$ cat config.mk
export PLATFORM = sky130hd
export DESIGN_NAME = tdl_ratio
export DESIGN_NICKNAME = d
export VERILOG_FILES = /design/src/tdl_pkg.sv /design/src/tdl_ratio.sv
export SDC_FILE = /design/constraint.sdc
export NUM_CORES = 2
export LEC_CHECK = 0
export BUFFER_PORTS_ARGS = -buffer_cell sky130_fd_sc_hd__clkbuf_2
export CAP_MARGIN = 0
export CORE_AREA = 2 2 424 741
export DETAILED_ROUTE_END_ITERATION = 10
export DIE_AREA = 0 0 426 743
export GPL_ROUTABILITY_DRIVEN = 0
export PLACE_DENSITY_LB_ADDON = 0.05
export RECOVER_POWER = 25
export SYNTH_ARGS = -nofsm -noshare
export SYNTH_HDL_FRONTEND = slang
export SYNTH_SLANG_ARGS = --single-unit
$ cat constraint.sdc
create_clock -name i_clk -period 9.85 [get_ports i_clk]
set_input_delay 0.4925 -clock i_clk [delete_from_list [all_inputs] [get_ports i_clk]]
set_output_delay 0.4925 -clock i_clk [all_outputs]
set_load 0.005 [all_outputs]
$ cat src/tdl_pkg.sv
// ----------------------------------------------------------------------------
// tdl_pkg: shared constants and types for the trail detail level pipeline
// Holds the fixed-point format, the step counts of the iterative units and
// the types that travel between the pipeline stages.
// ----------------------------------------------------------------------------
`timescale 1ns / 1ps
`default_nettype none

package tdl_pkg;

    // Coordinates carry this many fraction bits.
    localparam int COORD_FRAC_BITS = 8;

    // A segment is short when its squared length is below 1.0 in Q.2F.
    localparam logic [51:0] SHORT_LIM = 52'd1 << (2 * COORD_FRAC_BITS);

    // Step counts of the iterative units.
    localparam int RATIO_STEPS = 16;
    localparam int SQRT_STEPS  = 26;
    localparam int QUOT_STEPS  = 8;

    // Register stages from input word to the output stage.
    localparam int PIPE_DEPTH = 3 + RATIO_STEPS + 4 + SQRT_STEPS + 1 + RATIO_STEPS + 2
                                + QUOT_STEPS;

    // Unity in Q.16.
    localparam logic [16:0] Q16_ONE = 17'h10000;

    // Register reset values.
    localparam logic [22:0] PROFILE_RST  = 23'd25600;
    localparam logic [22:0] TRAILING_RST = 23'd2560;

    // Configuration register indexes.
    typedef enum logic [0:0] {
        REG_PROFILE  = 1'b0,
        REG_TRAILING = 1'b1
    } t_reg_idx;

    // Where the closest point of the segment lies.
    typedef enum logic [1:0] {
        MODE_SHORT,
        MODE_TAIL,
        MODE_HEAD,
        MODE_MID
    } t_mode;

    typedef logic signed [24:0] t_diff;
    typedef t_diff [2:0]        t_vec3;
    typedef logic signed [25:0] t_err;
    typedef t_err [2:0]         t_evec3;

    // Side data carried beside the first ratio unit.
    typedef struct packed {
        t_mode       mode;
        t_vec3       v;
        t_vec3       c;
        t_vec3       h;
        logic [51:0] len2;
    } t_side1;

    // Side data carried beside the square root units.
    typedef struct packed {
        logic        endp;
        logic [51:0] an;
    } t_side2;

    // Side data carried beside the second ratio unit.
    typedef struct packed {
        logic        endp;
        logic [25:0] cam_dist;
    } t_side3;

endpackage

`default_nettype wire

$ cat src/tdl_ratio.sv
// ----------------------------------------------------------------------------
// tdl_ratio: pipelined Q.16 ratio
// Computes floor(num * 2^16 / den), saturated to 1.0 when num >= den, with
// one restoring division step per register stage.
// ----------------------------------------------------------------------------
`timescale 1ns / 1ps
`default_nettype none

module tdl_ratio (
    input  logic        i_clk,
    input  logic        i_en,
    input  logic [51:0] i_num,
    input  logic [51:0] i_den,
    output logic [16:0] o_quo
);
    import tdl_pkg::*;

    logic [52:0] s_rem [RATIO_STEPS];
    logic [51:0] s_den [RATIO_STEPS];
    logic [15:0] s_quo [RATIO_STEPS];
    logic        s_sat [RATIO_STEPS];
    logic [52:0] n_rem [RATIO_STEPS];
    logic [51:0] n_den [RATIO_STEPS];
    logic [15:0] n_quo [RATIO_STEPS];
    logic        n_sat [RATIO_STEPS];
    logic [52:0] r_rem [RATIO_STEPS];
    logic [51:0] r_den [RATIO_STEPS];
    logic [15:0] r_quo [RATIO_STEPS];
    logic        r_sat [RATIO_STEPS];
    logic [52:0] w_sh;

    // One shift and conditional subtract per stage.
    always_comb begin
        s_rem[0] = {1'b0, i_num};
        s_den[0] = i_den;
        s_quo[0] = '0;
        s_sat[0] = (i_num >= i_den);
        for (int k = 1; k < RATIO_STEPS; k++) begin
            s_rem[k] = r_rem[k-1];
            s_den[k] = r_den[k-1];
            s_quo[k] = r_quo[k-1];
            s_sat[k] = r_sat[k-1];
        end
        for (int k = 0; k < RATIO_STEPS; k++) begin
            w_sh = {s_rem[k][51:0], 1'b0};
            if (w_sh >= {1'b0, s_den[k]}) begin
                n_rem[k] = w_sh - {1'b0, s_den[k]};
                n_quo[k] = {s_quo[k][14:0], 1'b1};
            end else begin
                n_rem[k] = w_sh;
                n_quo[k] = {s_quo[k][14:0], 1'b0};
            end
            n_den[k] = s_den[k];
            n_sat[k] = s_sat[k];
        end
    end

    always_ff @(posedge i_clk) begin
        if (i_en) begin
            for (int k = 0; k < RATIO_STEPS; k++) begin
                r_rem[k] <= n_rem[k];
                r_den[k] <= n_den[k];
                r_quo[k] <= n_quo[k];
                r_sat[k] <= n_sat[k];
            end
        end
    end

    assign o_quo = r_sat[RATIO_STEPS-1] ? Q16_ONE : {1'b0, r_quo[RATIO_STEPS-1]};

endmodule

`default_nettype wire

After elaboration in Yosys (flattened, before gate mapping)
Memories as Yosys holds them, arrays and structs flattened. Cells that the tools add are included.

$add $sub $neg: 16. $lt $le $gt $ge: 17. Muxes and demuxes: 35.

Operators by type and width (number): $ge A53 B52 Y1 (16); $mux W53 (16); $sub A53 B52 Y53 (16); $ge A52 B52 Y1 (1); $mux W1 (18); $mux W17 (1).

Flip-flop bits (word level): 0. Memory bits (writable): 1952. Bits of input ports: 106. Output and inout port bits: 17. Logic and storage cells: 72. Memories: 4.

Memory list: r_rem (words 16, width 53, read ports 15, clocked after memory_dff 0, write ports 16, line tdl_ratio.sv:26) `logic [52:0] r_rem [RATIO_STEPS];`; r_den (words 16, width 52, read ports 15, clocked after memory_dff 0, write ports 16, line tdl_ratio.sv:27) `logic [51:0] r_den [RATIO_STEPS];`; r_quo (words 16, width 16, read ports 16, clocked after memory_dff 0, write ports 16, line tdl_ratio.sv:28) `logic [15:0] r_quo [RATIO_STEPS];`; r_sat (words 16, width 1, read ports 16, clocked after memory_dff 0, write ports 16, line tdl_ratio.sv:29) `logic r_sat [RATIO_STEPS];`.

Depth between registers and ports, before layout
An unclocked memory read counts as a cell.

Depth after elaboration: 3. Gate-level depth with buffers: 18. Depth with buffers taken out: 14.

Worst setup path after synthesis
Ideal clock, no wire load.

Path kind: input-to-reg. Start point: input port i_den[29]. End point: memory r_rem[0][11] (data pin). Library setup time: 260 ps. Arrival time: 3630 ps. Required time: 9590 ps. Slack: 5961 ps. Cell stages on the path: 13. Path buffers: 2. Cell sequence: inv_1 ha_1 clkbuf_1 nand4_1 or4_1 nor4_1 a2111oi_0 o21ai_0 a31oi_1 o211a_1 o21ai_1 buf_2 mux2_2.

RTL lines: start: declaration (line tdl_ratio.sv:13) `input logic [51:0] i_den,`; end: declaration (line tdl_ratio.sv:26).

==> results.ini <==
[setup_path]
cp-end-kind = flip-flop
critical_path_peak_fanout = 70
data_required_time_of_the_worst_path_ps = 10450
worst_ep_arrival_time_ps = 6680
crit_path_start_kind = flip-flop
setup.worst_path.class = flip-flop to flip-flop

[cells_and_area]
final_cells = 14900
fin_area_um2 = 120000
final_common_cell = edfxtp_1
top_library_cells_by_usage_in_the_layout_fill_and_taps_aside = edfxtp_1 (1,712), a21oi_1 (1,073), inv_1 (1,027)
area_delta_synth_final_pct = 10.9
design.final.nets = 11600
post_route_cells_drive_above_1_share_pct = 6.98

[timing]
layout_setup_ws_ps = 3770
drv_slew = 87
timing.hold.ws_ps = 84.5
worst-slew-pin-transition_ps = 5550
report.final.hold_viol_count = 0
max_freq_ghz = 0.165
max-slew-margin-rel_pct = -270
fin_worst_skew_ps = 41.5
setup_violations = 0
layout_worst_path_cycle_share_pct = 61.7
rsz0062_at_grt = no
tns_ps = 0
finalCriticalPeriod_ps = 6080

[synth]
synth-edff-count = 1712
flip_flop_and_latch_count_after_synthesis = 1712
syn-mean-instance-area_um2 = 10.3
synthesis.nets = 11500
yosys.cell_types.count = 91
synth_top_cell_area_share_pct = 47.5
ys_dominant_reg_cell = edfxtp_1
synth_area_leader_cell = edfxtp_1
synth.top_cells.by_area = edfxtp_1 (48%), ha_1 (10%), a21oi_1 (5.0%), inv_1 (3.6%), a21o_1 (3.5%)
mappedNetlistArea_um2 = 108000
ys_seq_area_share_pct = 47.5
yosysWarnings = 0
synthesis.instances = 10500
synth-async-reset-ratio_pct = 0

[floorplan]
initial_core_util_pct = 34.8
die-area_um2 = 317000
io_pins = 123
std_cell_rows = 271
die-height_um = 743
floorplan.core_area_um2 = 311000
die_w_um = 426

[placement]
placement.setup.worst_slack_ps = 3840
dpl.hpwl_mm = 256
placed_cells = 14500
port-buffer-count = 122
placed_cell_area_um2 = 113000

[global_routing]
gr-total-overflow = 0
grt_pass1_vias = 82600
grt_pass1_wl_mm = 474
grt_start_max_net_pins = 130
grt_usage_pct = 19.7
grt_antenna_before_repair = 15

[routing]
wire_per_inst_um = 21.3
antenna_violating_nets_post_route = 0
via_count = 77600
detail_route.first_pass.iterations = 5
vias_per_cell = 5.21
drt_drc_violations_left = 0
drt_iter0_drc = 3301
postRouteWirelength_mm = 317

[clock_network]
resize_count_post_cts = 0
cts_tree = built
clk_pin_slew_worst_paths_ps = 60
cts.htree.levels = 4
clock_tree.buffer_depth = 4
clock_latency_at_the_later_pin_of_the_worst_skew_pair_ps = 870
cts_buffers = 186
clkSinkCount = 1712
cts-root-buf = clkbuf_16

[pwr]
cellLeakagePower_nw = 49.4
pwr_density_cell_nw_per_um2 = 329
ir_worst_vdd_mv = 0.171

[flow_run]
max-cap-violations = 1

[status]
violations = max-capacitance violations, max-slew violations
status = finished with violations

[min_path]
min_path_type = input pin to flip-flop

final timing paths:
path / from / endpoint / slack (ps) / cells after the start
min reg2reg: r_quo[0][101] / r_quo[0][118] / 410 / 0
min: i_num[48] / r_rem[0][49] / 80 / 3
max reg2reg: r_rem[0][115] / r_rem[0][166] / 3770 / 13
max: r_rem[0][115] / r_rem[0][166] / 3770 / 13
timing repair:
item                                   4_1_cts  5_1_grt
endpoints found under the hold margin      100        0
buffers inserted                             0        0
hold buffers                                99        0
final cells by class:
type,count,area (µm²)
inverters,1027,3850
multi-input cells,7407,51500
flip-flops and latches,1712,51400
fillers,30300,191000
well taps,4095,5120
repair buffers,309,2310
clock buffers,232,4890
diodes,23,57.6
clock inverters,94,792
routing by layer:
metal	part of all wire (%)	global-route usage, %	wire (µm)
met5	0	0	0
met4	9.8	16.6	31100
met3	2.2	1.87	7110
met2	60	42.7	189000
met1	28	14.3	90100
report_power, final:
part	internal, mW	leakage, nW	total (mW)	switching (mW)
logic	8.22	29.9	20.6	12.3
registers	11.1	16.7	12.1	1.02
clock network	3.86	2.78	6.78	2.92
worst max-delay path: stages, from the launching register on:
cell	delay [ps]
edfxtp_1	390
ha_1	450
nand3_1	160
nor3_1	340
o311ai_0	480
a2111oi_2	950
o31ai_1	300
o21ai_1	410
a31o_2	240
a21oi_1	180
o31ai_1	420
a21o_4	340
buf_4	610
mux2_2	420
logic make-up after synthesis:
| group | synth area share (%) |
|---|---|
| compound gates | 17.4 |
| xor+xnor | 5.77 |
| fa+ha+maj | 10.5 |
| buf+inv | 5.02 |
| flops | 47.5 |
| mux | 3.14 |
| simple gates | 10.7 |
flip-flops by register name (all words and copies together), names as in the netlist:
name,flops
r_quo,136
r_den,780
r_sat,16
r_rem,780
synthesized netlist by cell type, types with 16 or more instances:
master / count
a2111oi_0: 18
a211o_1: 18
a211oi_1: 51
a21boi_0: 32
a21o_1: 510
a21oi_1: 1074
a221o_1: 16
a221oi_1: 22
a31oi_1: 86
a41oi_1: 16
and2_1: 47
and3_1: 97
and4_1: 18
buf_2: 64
clkbuf_1: 301
edfxtp_1: 1712
ha_1: 883
inv_1: 1027
mux2_2: 233
mux2_4: 37
nand2_1: 782
nand2b_1: 109
nand3_1: 153
nand4_1: 229
nor2_1: 638
nor2b_1: 144
nor3_1: 109
nor4_1: 29
o211ai_1: 38
o21a_1: 94
o21ai_0: 699
o21ai_1: 21
o21bai_1: 126
o31a_1: 34
o31ai_1: 57
or3_1: 21
or4_1: 17
xnor2_1: 419
xor2_1: 294
through the flow:
| stage | total power, mW | utilization [%] |
|---|---|---|
| 2_1_floorplan | 26.7 | - |
| 3_3_place_gp | 32.5 | 36.5 |
| 3_5_place_dp | 32.6 | 36.5 |
| 4_1_cts | 39.7 | 38.6 |
| 5_1_grt | 42.2 | 38.6 |
| 6_report | 39.5 | 38.6 |
No activity file was read; power rests on OpenSTA's default activity.
