## src/tdl_pkg.sv

```systemverilog
// ----------------------------------------------------------------------------
// tdl_pkg: shared constants and types for the trail detail level pipeline
// Holds the fixed-point format, the step counts of the iterative units and
// the types that travel between the pipeline stages.
// ----------------------------------------------------------------------------
`timescale 1ns / 1ps
`default_nettype none

package tdl_pkg;

    // Coordinates carry this many fraction bits.
    localparam int COORD_FRAC_BITS = 8;

    // A segment is short when its squared length is below 1.0 in Q.2F.
    localparam logic [51:0] SHORT_LIM = 52'd1 << (2 * COORD_FRAC_BITS);

    // Step counts of the iterative units.
    localparam int RATIO_STEPS = 16;
    localparam int SQRT_STEPS  = 26;
    localparam int QUOT_STEPS  = 8;

    // Register stages from input word to the output stage.
    localparam int PIPE_DEPTH = 3 + RATIO_STEPS + 4 + SQRT_STEPS + 1 + RATIO_STEPS + 2
                                + QUOT_STEPS;

    // Unity in Q.16.
    localparam logic [16:0] Q16_ONE = 17'h10000;

    // Register reset values.
    localparam logic [22:0] PROFILE_RST  = 23'd25600;
    localparam logic [22:0] TRAILING_RST = 23'd2560;

    // Configuration register indexes.
    typedef enum logic [0:0] {
        REG_PROFILE  = 1'b0,
        REG_TRAILING = 1'b1
    } t_reg_idx;

    // Where the closest point of the segment lies.
    typedef enum logic [1:0] {
        MODE_SHORT,
        MODE_TAIL,
        MODE_HEAD,
        MODE_MID
    } t_mode;

    typedef logic signed [24:0] t_diff;
    typedef t_diff [2:0]        t_vec3;
    typedef logic signed [25:0] t_err;
    typedef t_err [2:0]         t_evec3;

    // Side data carried beside the first ratio unit.
    typedef struct packed {
        t_mode       mode;
        t_vec3       v;
        t_vec3       c;
        t_vec3       h;
        logic [51:0] len2;
    } t_side1;

    // Side data carried beside the square root units.
    typedef struct packed {
        logic        endp;
        logic [51:0] an;
    } t_side2;

    // Side data carried beside the second ratio unit.
    typedef struct packed {
        logic        endp;
        logic [25:0] cam_dist;
    } t_side3;

endpackage

`default_nettype wire

```

## src/tdl_sqrt.sv

```systemverilog
// ----------------------------------------------------------------------------
// tdl_sqrt: pipelined integer square root
// Computes floor(sqrt(x)) of a 52-bit value, one result bit per register
// stage, taking the radicand two bits at a time.
// ----------------------------------------------------------------------------
`timescale 1ns / 1ps
`default_nettype none

module tdl_sqrt (
    input  logic        i_clk,
    input  logic        i_en,
    input  logic [51:0] i_rad,
    output logic [25:0] o_root
);
    import tdl_pkg::*;

    logic [27:0] s_rem  [SQRT_STEPS];
    logic [25:0] s_root [SQRT_STEPS];
    logic [51:0] s_rad  [SQRT_STEPS];
    logic [27:0] n_rem  [SQRT_STEPS];
    logic [25:0] n_root [SQRT_STEPS];
    logic [51:0] n_rad  [SQRT_STEPS];
    logic [27:0] r_rem  [SQRT_STEPS];
    logic [25:0] r_root [SQRT_STEPS];
    logic [51:0] r_rad  [SQRT_STEPS];
    logic [27:0] w_sh;
    logic [27:0] w_trial;

    // Bring down the next bit pair and try the next root bit.
    always_comb begin
        s_rem[0]  = '0;
        s_root[0] = '0;
        s_rad[0]  = i_rad;
        for (int k = 1; k < SQRT_STEPS; k++) begin
            s_rem[k]  = r_rem[k-1];
            s_root[k] = r_root[k-1];
            s_rad[k]  = r_rad[k-1];
        end
        for (int k = 0; k < SQRT_STEPS; k++) begin
            w_sh    = {s_rem[k][25:0], s_rad[k][51:50]};
            w_trial = {s_root[k], 2'b01};
            if (w_sh >= w_trial) begin
                n_rem[k]  = w_sh - w_trial;
                n_root[k] = {s_root[k][24:0], 1'b1};
            end else begin
                n_rem[k]  = w_sh;
                n_root[k] = {s_root[k][24:0], 1'b0};
            end
            n_rad[k] = {s_rad[k][49:0], 2'b00};
        end
    end

    always_ff @(posedge i_clk) begin
        if (i_en) begin
            for (int k = 0; k < SQRT_STEPS; k++) begin
                r_rem[k]  <= n_rem[k];
                r_root[k] <= n_root[k];
                r_rad[k]  <= n_rad[k];
            end
        end
    end

    assign o_root = r_root[SQRT_STEPS-1];

endmodule

`default_nettype wire

```

## config.mk

```make
export PLATFORM = sky130hd
export DESIGN_NAME = tdl_sqrt
export DESIGN_NICKNAME = d
export VERILOG_FILES = /design/src/tdl_pkg.sv /design/src/tdl_sqrt.sv
export SDC_FILE = /design/constraint.sdc
export NUM_CORES = 2
export LEC_CHECK = 0
export ABC_AREA = 1
export BUFFER_PORTS_ARGS = -buffer_cell sky130_fd_sc_hd__buf_4
export CORE_MARGIN = 2
export CORE_UTILIZATION = 65
export CTS_BUF_LIST = sky130_fd_sc_hd__clkbuf_8
export CTS_CLUSTER_SIZE = 10
export DETAILED_ROUTE_END_ITERATION = 10
export PLACE_DENSITY = 0.82
export SLEW_MARGIN = 20
export SYNTH_ARGS = -nofsm -noshare
export SYNTH_HDL_FRONTEND = slang
export SYNTH_SLANG_ARGS = --single-unit
```

## constraint.sdc

```tcl
create_clock -name i_clk -period 6.1 [get_ports i_clk]
set_clock_uncertainty 0.05 [all_clocks]
set_input_delay 0.305 -clock i_clk [delete_from_list [all_inputs] [get_ports i_clk]]
set_output_delay 0.305 -clock i_clk [all_outputs]
set_load 0.05 [all_outputs]
```

* Word-level counts from Yosys, hierarchy flattened *
Memory sizes are Yosys's and may differ from the RTL's.
Cells that the tools add are included.

storage, ports and cells
  register bits = 0
  memory bits (writable) = 2,704
  input port bits = 54
  output and inout port bits = 26
  logic and storage cells = 109
  memories = 3

cells by class
  add/subtract/negate cells = 26
  $lt $le $gt $ge = 26
  muxes and demuxes = 54

memory list
  name    depth  width  read ports  clocked after memory_dff  write ports  line            RTL
  r_rad   26     50     25          0                         26           tdl_sqrt.sv:25  logic [51:0] r_rad [SQRT_STEPS];
  r_rem   26     28     25          0                         26           tdl_sqrt.sv:23  logic [27:0] r_rem [SQRT_STEPS];
  r_root  26     26     26          0                         26           tdl_sqrt.sv:24  logic [25:0] r_root [SQRT_STEPS];

operators by type and width
  cell                   count
  $mux W28               26
  $ge A28 B28 Y1         25
  $sub A28 B28 Y28       25
  $mux W1                28
  $sub A2 B1 Y3 const B  1
  $ge A2 B1 Y1 const B   1

* Depth between registers and ports, before layout *
An unclocked memory read counts as a cell.

  depth after elaboration = 3
  gate-level depth with buffers = 16
  gate-level depth less buffers = 15

* Worst setup path after synthesis *
OpenSTA, ideal clock, no wires.

  path kind = register to register
  start point = memory r_rem[9][9] (netlist: r_rem[0][261])
  end point = memory r_rem[10][11] (netlist: r_rem[0][291]) (data pin)
  setup time = 253 ps
  data arrival time = 1,775 ps
  data required time = 5,797 ps
  slack = 4,022 ps
  cell stages (with the launch flop) = 13
  buffers on the path = 2
  period minus slack after synthesis = 2,078 ps
  cells stage by stage = edfxtp_1 -> ha_1 -> nand2_1 -> nor2_2 -> nand3_1 -> nor2_2 -> nor2_4 -> nand3_4 -> inv_2 -> buf_6 -> buf_12 -> nand2_4 -> nand2_2

RTL lines
  element      line
  from (decl)  tdl_sqrt.sv:23

==> out/results.tsv <==
stage	metric	value	unit
detailed_routing	routed len/inst	18.96	um
global_route	initial antenna violation count	6	
placement	detailed placement HPWL	169.5	mm
floorplan	I/O pin count	80	
status	outcome	finished clean	
final_layout	commonest cells after routing, fill and taps aside	nand2_1 (3135), inv_1 (1726), edfxtp_1 (1616), nor2_1 (770), nand3_1 (551)	
setup_path	CP endpoint kind	flop	
clocking	TritonCTS clock tree	done	
floorplan	initial core utilization	65.54	%
detailed_routing	Vias/cell	5.612	
clocking	H-Tree Level Count	5	
pwr	Leak	43.68	nW
pwr	pwr/cell area	326.8	nW/um2
yosys	Syn. warnings	0	
yosys	EDFF count, synth	1616	
detailed_routing	via count	67906	
clocking	Num CTS Buffers	284	
global_route	first-pass GRT wire length	354.3	mm
detailed_routing	first drt pass iteration count	6	
global_route	GRT Overall Usage	33.27	%
setup_path	Critical Path RT	6750	ps
yosys	synthesized cell area	87470	um2
timing	post-route minimum period	3365	ps
detailed_routing	initial DRC count	6713	
clocking	root buf cell	clkbuf_8	
setup_path	cells along the critical path	inv_1, ha_1, inv_1, nand3_1, nand3_1, nand2_1, nand3_2, nand2_2, nand3_2, o21ai_0	
timing	Hold Vio Cnt, Final	0	
yosys	post-synth cell types	58	
setup_path	CP delay by family, top	simple AND/OR/NAND/NOR gates	
yosys	synthesized area per cell	8.984	um2
pwr	Max IR drop VDD	0.0002764	V
timing	Slew headroom	15.96	%
detailed_routing	DRC viols	0	
clocking	Clock Sinks	1616	
global_route	number of global-route vias before repair	65906	
floorplan	die area	137500	um2
timing	fin crit share	55.16	%
yosys	register area share after synthesis	55.48	%
final_layout	Nets	10573	
global_route	total gr overflow	0	
timing	fin. max-slew vios	0	
setup_path	WP data arrival	4020	ps
setup_path	WS Path Type	flop to flop	
clocking	Reg clk slew, reported paths	60	ps
clocking	clk buf depth	4	
timing	Peak Freq	297.2	MHz
final_layout	most common cell after layout, fill and taps aside	nand2_1	
clocking	Resize count post-CTS	0	
final_layout	Synth-to-Final Area Change	9.981	%
timing	Worst Tran Pin Value	1261	ps
setup_path	CP bufs+invs	2	
yosys	syn_nets	10169	
timing	final hold slack	65.02	ps
yosys	Mapped Cells	9736	
detailed_routing	Post-DRT Antenna Nets	0	
floorplan	Core Region	133500	um2
setup_path	critical-path maximum fanout	39	
floorplan	Die Y-Extent	370.8	um
setup_path	CP max-delay cell	nand3_2	
placement	GP Congestion	0.9713	
timing	RSZ-0062 raised after global routing	no	
timing	Setup Total Neg Slack	0	ps
yosys	Most used DFF post-synth	edfxtp_1	
setup_path	Max stage delay on crit path	730	ps
detailed_routing	total wire length	229.4	mm
placement	# port buffers	79	
flow_run	Max-Cap Viols	0	
global_route	largest net degree at the start of global routing	186	
clocking	Worst-Skew Late Latency	990	ps
min_path	class of the worst hold path	input pin to flop	
final_layout	final core utilization	72.09	%
timing	# setup viols final	0	
yosys	Yosys reg bits	1616	
floorplan	Die W	370.8	um
floorplan	num rows	134	
clocking	setup bufs post-CTS	0	
final_layout	layout cells sized above 1	6.430	%
setup_path	CP Launch Type	flop	
yosys	post-synthesis async set-or-reset flop share	0	%
cell usage after synthesis, types with 6 or more instances:
cell / count / area share [%]
and2_1: 15 / 0.11
buf_2: 36 / 0.21
buf_4: 13 / 0.11
o211ai_1: 8 / 0.069
inv_2: 21 / 0.090
nand2_1: 3135 / 13
o21bai_1: 35 / 0.30
nand3b_1: 73 / 0.63
ha_1: 379 / 5.4
xor2_1: 166 / 1.7
edfxtp_1: 1616 / 55
a21oi_2: 39 / 0.39
nor2_4: 9 / 0.12
buf_6: 23 / 0.30
o21ai_2: 28 / 0.28
nor2_2: 32 / 0.23
inv_1: 1662 / 7.1
xnor2_1: 101 / 1.0
nand3_1: 551 / 3.2
a21oi_1: 385 / 2.2
nor2_1: 770 / 3.3
nand2_2: 25 / 0.18
nor4_1: 12 / 0.086
nand4_1: 175 / 1.3
nand3_2: 19 / 0.22
o21ai_1: 56 / 0.32
o21ai_0: 187 / 1.1
a21o_1: 6 / 0.051
nor3_1: 87 / 0.50
or2_2: 11 / 0.079
registers in the layout, summed over array words and instances (netlist names):
signal  count
r_rad     650
r_rem     615
r_root    351
per-layer routing:
metal / vias to the layer above / wire length, um / track usage (%)
li1: 32589 / - / -
met1: 31348 / 89560 / 41.42
met4: 4 / 13030 / 17.85
met5: - / 28 / 0
met2: 3171 / 110300 / 56.06
met3: 794 / 16450 / 5.157
cell families after synthesis:
group / Yosys count / share of synthesized area, %
simple gates: 4941 / 23.59
fa+ha+maj: 379 / 5.421
compound gates: 762 / 4.855
buf+inv: 1770 / 7.977
flops: 1616 / 55.48
other cells: 1 / 0.004287
xor+xnor: 267 / 2.673
cell type report:
cell class | count | area (um2)
Antenna cell | 6 | 15.01
Sequential cell | 1616 | 48530
Fill cell | 9773 | 37250
Clock buffer | 289 | 3978
Clock inverter | 183 | 1287
Tap cell | 1768 | 2212
Multi-Input combinational cell | 6350 | 31970
Timing Repair Buffer | 200 | 1862
Inverter | 1688 | 6351
final timing paths:
kind	from	endpoint	slack, ps	cells after the start
max reg2reg	r_rad[1][398]	r_rem[1][231]	2740	10
min	i_rad[13]	r_rad[0][13]	70	2
min reg2reg	r_rad[0][137]	r_rad[0][189]	340	0
max	r_rad[1][398]	r_rem[1][231]	2740	10
per-stage QoR:
stage                     cells  cell area, um2  power, mW  setup slack [ps]
after floorplan            9736           87470      19.34              4022
after global placement    11526           89960      21.51              2830
after detailed placement  11526           89960      21.73              2809
after CTS                 12094           96190      31.35              2773
after global routing      12098           96200      32.94              2467
final                     12100           96200      31.43              2735
worst register-to-register path, stage by stage, from the launching register on:
cell	delay, ps
edfxtp_1	510
inv_1	130
ha_1	220
inv_1	80
nand3_1	70
nand3_1	170
nand2_1	140
nand3_2	130
nand2_2	320
nand3_2	730
o21ai_0	560
timing repair:
| action | CTS | global route |
|---|---|---|
| setup endpoints to repair | 0 | 0 |
| hold buffers | 96 | 0 |
| endpoints found under the hold margin | 203 | 0 |
power breakdown:
group / total (mW) / internal [mW] / switching [mW] / leakage [nW]
clock: 9.61 / 5.20 / 4.41 / 2.91
combinational: 7.13 / 2.32 / 4.81 / 25.3
sequential: 14.7 / 13.8 / 0.927 / 15.5
Note: power is estimated with default switching activity, not from simulation.
