**src/tdl_pkg.sv**
```systemverilog
// ----------------------------------------------------------------------------
// tdl_pkg: shared constants and types for the trail detail level pipeline
// Holds the fixed-point format, the step counts of the iterative units and
// the types that travel between the pipeline stages.
// ----------------------------------------------------------------------------
`timescale 1ns / 1ps
`default_nettype none

package tdl_pkg;

    // Coordinates carry this many fraction bits.
    localparam int COORD_FRAC_BITS = 8;

    // A segment is short when its squared length is below 1.0 in Q.2F.
    localparam logic [51:0] SHORT_LIM = 52'd1 << (2 * COORD_FRAC_BITS);

    // Step counts of the iterative units.
    localparam int RATIO_STEPS = 16;
    localparam int SQRT_STEPS  = 26;
    localparam int QUOT_STEPS  = 8;

    // Register stages from input word to the output stage.
    localparam int PIPE_DEPTH = 3 + RATIO_STEPS + 4 + SQRT_STEPS + 1 + RATIO_STEPS + 2
                                + QUOT_STEPS;

    // Unity in Q.16.
    localparam logic [16:0] Q16_ONE = 17'h10000;

    // Register reset values.
    localparam logic [22:0] PROFILE_RST  = 23'd25600;
    localparam logic [22:0] TRAILING_RST = 23'd2560;

    // Configuration register indexes.
    typedef enum logic [0:0] {
        REG_PROFILE  = 1'b0,
        REG_TRAILING = 1'b1
    } t_reg_idx;

    // Where the closest point of the segment lies.
    typedef enum logic [1:0] {
        MODE_SHORT,
        MODE_TAIL,
        MODE_HEAD,
        MODE_MID
    } t_mode;

    typedef logic signed [24:0] t_diff;
    typedef t_diff [2:0]        t_vec3;
    typedef logic signed [25:0] t_err;
    typedef t_err [2:0]         t_evec3;

    // Side data carried beside the first ratio unit.
    typedef struct packed {
        t_mode       mode;
        t_vec3       v;
        t_vec3       c;
        t_vec3       h;
        logic [51:0] len2;
    } t_side1;

    // Side data carried beside the square root units.
    typedef struct packed {
        logic        endp;
        logic [51:0] an;
    } t_side2;

    // Side data carried beside the second ratio unit.
    typedef struct packed {
        logic        endp;
        logic [25:0] cam_dist;
    } t_side3;

endpackage

`default_nettype wire

```
**src/tdl_quot.sv**
```systemverilog
// ----------------------------------------------------------------------------
// tdl_quot: pipelined detail quotient
// Computes floor(num / (dist * 2^16)) saturated to 255, one quotient bit per
// register stage.
// ----------------------------------------------------------------------------
`timescale 1ns / 1ps
`default_nettype none

module tdl_quot (
    input  logic        i_clk,
    input  logic        i_en,
    input  logic [47:0] i_num,
    input  logic [25:0] i_dist,
    output logic [7:0]  o_level
);
    import tdl_pkg::*;

    logic [47:0] s_rem [QUOT_STEPS];
    logic [25:0] s_den [QUOT_STEPS];
    logic [7:0]  s_quo [QUOT_STEPS];
    logic        s_sat [QUOT_STEPS];
    logic [47:0] n_rem [QUOT_STEPS];
    logic [25:0] n_den [QUOT_STEPS];
    logic [7:0]  n_quo [QUOT_STEPS];
    logic        n_sat [QUOT_STEPS];
    logic [47:0] r_rem [QUOT_STEPS];
    logic [25:0] r_den [QUOT_STEPS];
    logic [7:0]  r_quo [QUOT_STEPS];
    logic        r_sat [QUOT_STEPS];
    logic [49:0] w_dsh;
    logic [49:0] w_diff;

    // Overflow when the quotient would reach 256; a zero distance lands here too.
    always_comb begin
        s_rem[0] = i_num;
        s_den[0] = i_dist;
        s_quo[0] = '0;
        s_sat[0] = ({2'b00, i_num} >= (50'(i_dist) << (16 + QUOT_STEPS)));
        for (int k = 1; k < QUOT_STEPS; k++) begin
            s_rem[k] = r_rem[k-1];
            s_den[k] = r_den[k-1];
            s_quo[k] = r_quo[k-1];
            s_sat[k] = r_sat[k-1];
        end
        for (int k = 0; k < QUOT_STEPS; k++) begin
            w_dsh  = 50'(s_den[k]) << (16 + QUOT_STEPS - 1 - k);
            w_diff = {2'b00, s_rem[k]} - w_dsh;
            if ({2'b00, s_rem[k]} >= w_dsh) begin
                n_rem[k] = w_diff[47:0];
                n_quo[k] = {s_quo[k][6:0], 1'b1};
            end else begin
                n_rem[k] = s_rem[k];
                n_quo[k] = {s_quo[k][6:0], 1'b0};
            end
            n_den[k] = s_den[k];
            n_sat[k] = s_sat[k];
        end
    end

    always_ff @(posedge i_clk) begin
        if (i_en) begin
            for (int k = 0; k < QUOT_STEPS; k++) begin
                r_rem[k] <= n_rem[k];
                r_den[k] <= n_den[k];
                r_quo[k] <= n_quo[k];
                r_sat[k] <= n_sat[k];
            end
        end
    end

    assign o_level = r_sat[QUOT_STEPS-1] ? 8'hFF : r_quo[QUOT_STEPS-1];

endmodule

`default_nettype wire

```
**config.mk**
```make
export PLATFORM = sky130hd
export DESIGN_NAME = tdl_quot
export DESIGN_NICKNAME = d
export VERILOG_FILES = /design/src/tdl_pkg.sv /design/src/tdl_quot.sv
export SDC_FILE = /design/constraint.sdc
export NUM_CORES = 1
export LEC_CHECK = 0
export BUFFER_PORTS_ARGS = -buffer_cell sky130_fd_sc_hd__buf_2
export CAP_MARGIN = 25
export CORE_MARGIN = 4
export CORE_UTILIZATION = 63
export DETAILED_ROUTE_END_ITERATION = 10
export PLACE_DENSITY = 0.86
export SLEW_MARGIN = 10
export SYNTH_ARGS = -nofsm -noshare
export SYNTH_HDL_FRONTEND = slang
export SYNTH_SLANG_ARGS = --single-unit
```
**constraint.sdc**
```tcl
create_clock -name i_clk -period 4.1 [get_ports i_clk]
set_clock_uncertainty 0.2 [all_clocks]
set_input_delay 0.41 -clock i_clk [delete_from_list [all_inputs] [get_ports i_clk]]
set_output_delay 0.41 -clock i_clk [all_outputs]
set_load 0.03 [all_outputs]
```
* After elaboration in Yosys (flattened, before gate mapping)
Memories as Yosys holds them, arrays and structs flattened.
Index checks and enable logic that the tools add are counted.
** Word-level totals
- Output and inout port bits :: 8
- Memories kept :: 4
- Bits in writable memories :: 664
- Input bits :: 76
- Flip-flop bits (word level) :: 0
** Operators by class
- Mux-type cells :: 19
- $lt $le $gt $ge :: 9
- $add $sub $neg :: 8
** Memory list
- r_rem :: depth 8, bits a word 48, read ports 7, clocked after Yosys merged registers in 0, wr ports 8, line tdl_quot.sv:26 : logic [47:0] r_rem [QUOT_STEPS];
- r_den :: depth 8, bits a word 26, read ports 7, clocked after Yosys merged registers in 0, wr ports 8, line tdl_quot.sv:27 : logic [25:0] r_den [QUOT_STEPS];
- r_quo :: depth 8, bits a word 8, read ports 8, clocked after Yosys merged registers in 0, wr ports 8, line tdl_quot.sv:28 : logic [7:0] r_quo [QUOT_STEPS];
- r_sat :: depth 8, bits a word 1, read ports 8, clocked after Yosys merged registers in 0, wr ports 8, line tdl_quot.sv:29 : logic r_sat [QUOT_STEPS];
** Operator list (number)
- $mux W48 :: 8
- $sub A48 B48 Y48 :: 2
- $ge A48 B50 Y1 :: 1
- $ge A48 B49 Y1 :: 1
- $ge A48 B42 Y1 :: 1
- $ge A48 B43 Y1 :: 1
- $ge A48 B44 Y1 :: 1
- $ge A48 B45 Y1 :: 1
- $ge A48 B46 Y1 :: 1
- $ge A48 B47 Y1 :: 1
- $ge A48 B48 Y1 :: 1
- $sub A48 B42 Y48 :: 1
- $sub A48 B43 Y48 :: 1
- $sub A48 B44 Y48 :: 1
- $sub A48 B45 Y48 :: 1
- $sub A48 B46 Y48 :: 1
- $sub A48 B47 Y48 :: 1
- $mux W1 :: 10
- $mux W8 :: 1

* Longest topological paths before layout
Gate-level depths: netlist of run 1.
An unclocked memory read counts as a cell.
- Word-level depth :: 3
- Mapped depth :: 13
- Depth with buffers taken out :: 12

* Worst setup path after synthesis of run 1
OpenSTA, ideal clock, no wires.
- Kind :: register to register
- From :: memory r_rem[0][22]
- To :: memory r_rem[1][39] (data pin)
- Data arrival time :: 2.965 ns
- Cell stages (with the launch flop) :: 13
- Buffers on the path :: 1
- Data required time :: 3.640 ns
- Setup slack :: 0.675 ns
- Setup time :: 0.260 ns
- Period minus slack after synthesis :: 3.425 ns
- Cell sequence :: edfxtp_1 inv_1 ha_1 inv_1 fa_1 a211oi_1 o21ai_0 a21oi_1 nor2b_1 o21ai_1 a311oi_4 buf_2 mux2_2
** RTL lines (line)
- start: declaration :: tdl_quot.sv:26

==> flow_metrics.tcl, run 1 <==
set metrics [dict create \
    place_congestion 1.04 \
    grt_setup_unrepaired "false" \
    tns_ns 0 \
    worstSkewPairLatency_ns 0.63 \
    syn-num-nets 3010 \
    max_cap_viol_count 0 \
    hold_end "r_rem[0][24]" \
    first_iter_violations 1647 \
    netlist.area_leader.share_pct 54.6 \
    slew_viol_final 0 \
    start_util_pct 64.2 \
    drt_wl_total_mm 69.2 \
    yosysUniqueCellTypes 80 \
    grt_pass1_vias 21800 \
    gr-usage-all-layers_pct 25.9 \
    path_max_fanout 3 \
    ys_warn_count 0 \
    nets 3198 \
    rr_worst_depth 12 \
    rows 80 \
    drc 0 \
    crit_path_end_kind "flip-flop" \
    fin_cells 3585 \
    ant_nets 0 \
    hpwl_mm 50.6 \
    dieArea_mm2 0.0526 \
    worst_pin_slew_ns 0.948 \
    die_w_um 229 \
    cts-resized-gates 0 \
    syn-cell-area_mm2 0.0309 \
    hold_class "in2reg" \
    ir_worst_vdd_uv 375 \
    ys.flop_type "edfxtp_1" \
    drive_above_1_share_pct 9.98 \
    cts_tree "done" \
    area.growth.synth_to_final_pct 13.1 \
    clockBufferDepth 3 \
    final-hold-violation-count 0 \
    synth_edf_count 562 \
    p_leak_nw 14.0 \
    crit_required_ns 4.23 \
    clk_pin_slew_ns 0.07 \
    reg2reg_from "r_rem[1][21]" \
    hold_path_depth 3 \
    r2r-end "r_rem[2][47]" \
    firstDrtPassIters 5 \
    finalPower_mw 22.3 \
    routed_via_density 6.05 \
    critPathArrivalTime_ns 4.14 \
    grt_max_degree 114 \
    io_buffers 83 \
    min_period_over_period_pct 97.7 \
    ys_ff_latch 562 \
    synth.most_common_cell "edfxtp_1" \
    dp.cells 3409 \
    r2r_slack_ns 0.09 \
    hold_ws_ns 0.0490 \
    status "complete, no violations" \
    yosysTopAreaCell "edfxtp_1" \
    p_per_area_mw_per_mm2 639 \
    cp-start-kind "flip-flop" \
    async_reset_ff_share_pct 0 \
    ioPinCount 84 \
    cts-buffers-inserted 57 \
    fin_crit_ns 4.01 \
    grt_pass1_wl_mm 111 \
    synth-seq-area-share_pct 54.6 \
    h-tree-depth 2 \
    fmax_mhz 250 \
    slew_headroom_pct 36.8 \
    path_class "reg2reg" \
    grt_antenna_before_repair 2 \
    core-area_mm2 0.0481 \
    vias 21700 \
    setup-violations-final 0 \
    die_h_um 229 \
    wire_per_inst_um 19.3 \
    ys_top_cells_by_area "edfxtp_1, ha_1, a21oi_1" \
    cts-root-buf "clkbuf_16" \
    grt_overflow_total 0 \
    syn_avg_cell_area_um2 11.5 \
    ys_top_cells_by_count "edfxtp_1, inv_1, ha_1" \
    syn-instance-count 2696 \
    clock_sinks 562 \
    min_from "i_num[24]" \
]
-- flip-flops by register name (all words and copies together), names as in the netlist --
register  count
r_den       182
r_quo        36
r_rem       336
r_sat         8
-- cell type report --
| class | instances | area, µm² |
|---|---|---|
| Fill cell | 3145 | 13200 |
| Clock inverter | 40 | 460 |
| Clock buffer | 62 | 1450 |
| Sequential cell | 562 | 16900 |
| Timing Repair Buffer | 191 | 1550 |
| Inverter | 253 | 950 |
| Multi-Input combinational cell | 1819 | 12800 |
| Tap cell | 656 | 821 |
| Antenna cell | 2 | 5.00 |
-- cells in the final DEF (no fill, tap or decap), drive strengths merged, types with 9 or more instances in the layout --
| cell | n |
|---|---|
| nor2 | 169 |
| o31a | 11 |
| nand3 | 47 |
| a21boi | 14 |
| a21o | 81 |
| and4 | 10 |
| a21oi | 210 |
| nand2 | 169 |
| buf | 119 |
| bufinv | 9 |
| clkbuf | 62 |
| inv | 255 |
| a211oi | 30 |
| nor4 | 42 |
| xnor2 | 88 |
| o21ai | 173 |
| nor3 | 40 |
| o21bai | 12 |
| o31ai | 16 |
| nand4 | 40 |
| edfxtp | 562 |
| ha | 231 |
| clkinv | 25 |
| nor2b | 33 |
| a31oi | 21 |
| or2 | 16 |
| o211ai | 19 |
| or3 | 18 |
| xor2 | 63 |
| dlygate4sd3 | 72 |
| and2 | 9 |
| o21a | 31 |
| mux2 | 52 |
| nand2b | 33 |
| and3 | 20 |
-- worst max path at each step --
stage / start / to / slack, ns / cells past startpoint
after floorplan: r_rem[0][22] / r_rem[1][39] / 0.68 / 12
after global placement: r_den[2][0] / r_rem[3][26] / 0.40 / 11
after detailed placement: r_den[2][0] / r_rem[3][27] / 0.31 / 11
after CTS: r_rem[0][22] / r_rem[1][45] / 0.27 / 12
after global routing: r_den[4][7] / r_rem[5][46] / 0.06 / 10
final: r_rem[1][21] / r_rem[2][47] / 0.09 / 12
-- power by group --
group          total, mW  internal, mW  switching, mW
Clock               5.29          3.11           2.17
Combinational       8.46          3.59           4.87
Sequential          8.59          7.94          0.646
Total               22.3          14.6           7.69
-- cell families (layout without fill, tap and decap cells) --
| logic type | after synthesis | after routing | share of synthesized area, % |
|---|---|---|---|
| DFF | 562 | 562 | 54.6 |
| AOI/OAI and AO/OA | 691 | 691 | 14.3 |
| xor gates and xnor gates | 151 | 151 | 4.28 |
| adders and majority gates | 238 | 238 | 9.81 |
| buffers and inverters | 315 | 546 | 3.90 |
| muxes | 56 | 56 | 2.03 |
| other | 0 | 2 | 0 |
| and+or+nand+nor | 683 | 683 | 11.1 |
-- worst max-delay path: stages, from the launching register on --
cell       delay, ns
edfxtp_1        0.37
inv_1           0.10
ha_1            0.20
inv_1           0.06
fa_1            0.42
a211oi_1        0.31
nor2_1          0.11
a311oi_1        0.48
a21oi_1         0.23
o21ai_0         0.35
a21oi_1         0.16
a2111oi_0       0.59
xor2_1          0.12
-- routing by layer --
layer	track usage [%]	vias to the layer above	routed length (µm)
li1	-	10400	-
met1	30.5	10200	26800
met2	48.0	888	35700
met3	3.47	184	3780
met4	10.4	0	2920
met5	0	-	0
-- through the flow --
| step | setup WS, ns | area [µm²] | utilization (%) |
|---|---|---|---|
| after floorplan | 0.675 | 30900 | - |
| after global placement | 0.405 | 32300 | 67.1 |
| after detailed placement | 0.314 | 32300 | 67.1 |
| after CTS | 0.272 | 34900 | 72.5 |
| after global routing | 0.0641 | 34900 | 72.6 |
| final | 0.0940 | 34900 | 72.6 |
-- timing repair --
item	in CTS	in global routing
hold endpoints to repair	73	0
buffers inserted	0	0
hold buffers	72	0
No activity file was read; power rests on OpenSTA's default activity.
==> inputs of run 2 (changes only) <==
- GPL_TIMING_DRIVEN: not set -> 0
==> run 2 against run 1 <==
The run now ends with setup timing left. Cell count rose by 0.98%. Die area unchanged. Cell area down 0.15%. Total power down 0.73%. Sequential power is essentially flat. Global-route usage up 1.7 points. Count of clock-buffer cells in the layout grew 5. Clock power is 6.8% lower. Hold slack improved by 0.0077 ns. Wire length up 6.8%. Critical path depth did not move. Worst setup slack got worse by 0.13 ns. Critical path type unchanged.
==> flow_metrics.tcl, run 2 (synthesized netlist as in run 1, its figures left out) <==
set metrics [dict create \
    status "complete, but fails checks" \
    violations "setup timing" \
    layout_setup_ws_ns -0.0368 \
    grt_pass1_wl_mm 117 \
    tns_ns -0.0379 \
    drt_wl_total_mm 73.9 \
    regArea_mm2 0.0169 \
    slowest_delay_ns 0.56 \
    crit_chain "inv_1 -> ha_1 -> nor2b_1 -> o31ai_2 -> a211oi_1 -> o31ai_1 -> a21oi_1 -> a21oi_2 -> buf_2 -> clkbuf_2 -> nand2_1 -> o21ai_0" \
    ir_worst_vdd_uv 325 \
    setup-violations-final 2 \
    grt_overflow_total 0 \
    rows 80 \
    fmax_mhz 242 \
    clock_sinks 562 \
    cts-buffers-inserted 55 \
    max_cap_viol_count 0 \
    final_cell_mix "edfxtp_1, inv_1, ha_1" \
    worstSkewPairLatency_ns 0.62 \
    switchingPower_mw 7.93 \
    h-tree-depth 2 \
    min_period_over_period_pct 101 \
    final-hold-violation-count 0 \
    critPathSlowestCell "o31ai_1" \
    slew_headroom_pct 36.3 \
    firstDrtPassIters 8 \
    routed_via_density 6.15 \
    dieArea_mm2 0.0526 \
    drive_above_1_share_pct 9.69 \
    wire_per_inst_um 20.4 \
    place_congestion 0.953 \
    io_buffers 83 \
    fin_crit_ns 4.14 \
    seq_power_share_pct 38.8 \
    layout_commonest_cell "edfxtp_1" \
    cp_top_family "compound AO/OA/AOI/OAI gates" \
    gr-usage-all-layers_pct 27.7 \
    regMostFlops "r_rem" \
    hold_class "in2reg" \
    top_regs "r_rem: 336 flops, r_den: 182 flops, r_quo: 36 flops" \
    swShare_pct 35.7 \
    cts_tree "done" \
    dp.cells 3440 \
    intPower_mw 14.3 \
    clockPowerShare_pct 22.2 \
    path_class "reg2reg" \
    fin_cells 3620 \
    nets 3232 \
    pwr-share-comb_pct 39.0 \
    path_buf_inv 3 \
    p_leak_nw 13.9 \
    dpl_worst_slack_ns -0.484 \
    first_iter_violations 1997 \
    grt_max_degree 129 \
    worst_pin_slew_ns 0.950 \
    p_per_area_mw_per_mm2 636 \
    clk_pin_slew_ns 0.06 \
    slew_viol_final 0 \
    start_util_pct 64.2 \
    ant_nets 0 \
    grt_pass1_vias 22800 \
    clockBufferDepth 3 \
    multi_input_area_mm2 0.0129 \
    grt_antenna_before_repair 1 \
    die_w_um 229 \
    fin_util_pct 72.4 \
    largest_reg_flops 336 \
    critPathArrivalTime_ns 4.39 \
    area.growth.synth_to_final_pct 12.9 \
    drc 0 \
    num-fill-cells 3175 \
    cts-root-buf "clkbuf_16" \
    path_max_fanout 10 \
    vias 22300 \
    crit_required_ns 4.35 \
    core-area_mm2 0.0481 \
    ioPinCount 84 \
    crit_path_end_kind "flip-flop" \
    die_h_um 229 \
    cp-start-kind "flip-flop" \
    hpwl_mm 53.6 \
]
run 2: per-layer routing:
metal	wire length [µm]	track usage [%]	vias to the layer above
met2	38800	52.4	1084
li1	-	-	10500
met4	4100	13.4	0
met5	0	0	-
met1	26700	30.5	10400
met3	4340	3.70	280
run 2: worst paths after layout:
path | start | to | depth (start not counted) | slack [ns]
worst min-delay path | i_num[46] | r_rem[0][46] | 3 | 0.06
worst min register to register | r_quo[0][17] | r_quo[0][26] | 0 | 0.22
worst max register to register | r_den[1][1] | r_rem[2][24] | 12 | -0.04
worst max-delay path | r_den[1][1] | r_rem[2][24] | 12 | -0.04
run 2: area by class of cell:
cell class / instances / share of cell area [%]
Sequential cell: 562 / 48.4
Multi-Input combinational cell: 1819 / 36.9
Clock buffer: 67 / 4.14
Timing Repair Buffer: 165 / 3.80
Inverter: 253 / 2.72
Tap cell: 656 / 2.35
Clock inverter: 35 / 0.951
Buffer: 62 / 0.771
Antenna cell: 1 / 0.00717
run 2: timing repair:
item                       in CTS  in global routing
setup buffers                   3                  0
hold buffers                   74                  0
hold endpoints to repair       89                  0
setup endpoints to repair      61                112
pin swaps                       2                  1
resized for setup               6                 19
run 2: power groups by stage:
| stage | logic, mW | registers [mW] | clock network (mW) |
|---|---|---|---|
| 6_report | 8.66 | 8.59 | 4.93 |
| 5_1_grt | 9.53 | 8.68 | 5.26 |
| 4_1_cts | 8.45 | 8.56 | 4.99 |
| 3_5_place_dp | 8.24 | 8.67 | 0 |
| 3_3_place_gp | 7.98 | 8.71 | 0 |
| 2_1_floorplan | 6.26 | 8.39 | 0 |
run 2: worst register-to-register path: stages, from the launching register on:
cell	delay, ns
edfxtp_1	0.47
inv_1	0.16
ha_1	0.30
nor2b_1	0.20
o31ai_2	0.35
a211oi_1	0.18
o31ai_1	0.56
a21oi_1	0.24
a21oi_2	0.34
buf_2	0.39
clkbuf_2	0.33
nand2_1	0.15
o21ai_0	0.12
run 2: stage by stage:
step	total power [mW]	cell area, µm²	hold slack, ns
floorplan	14.7	30900	0.200
global placement	16.7	32100	0.200
detailed placement	16.9	32300	0.205
CTS	22.0	34800	0.0148
global route	23.5	34900	0.0256
finish	22.2	34900	0.0567
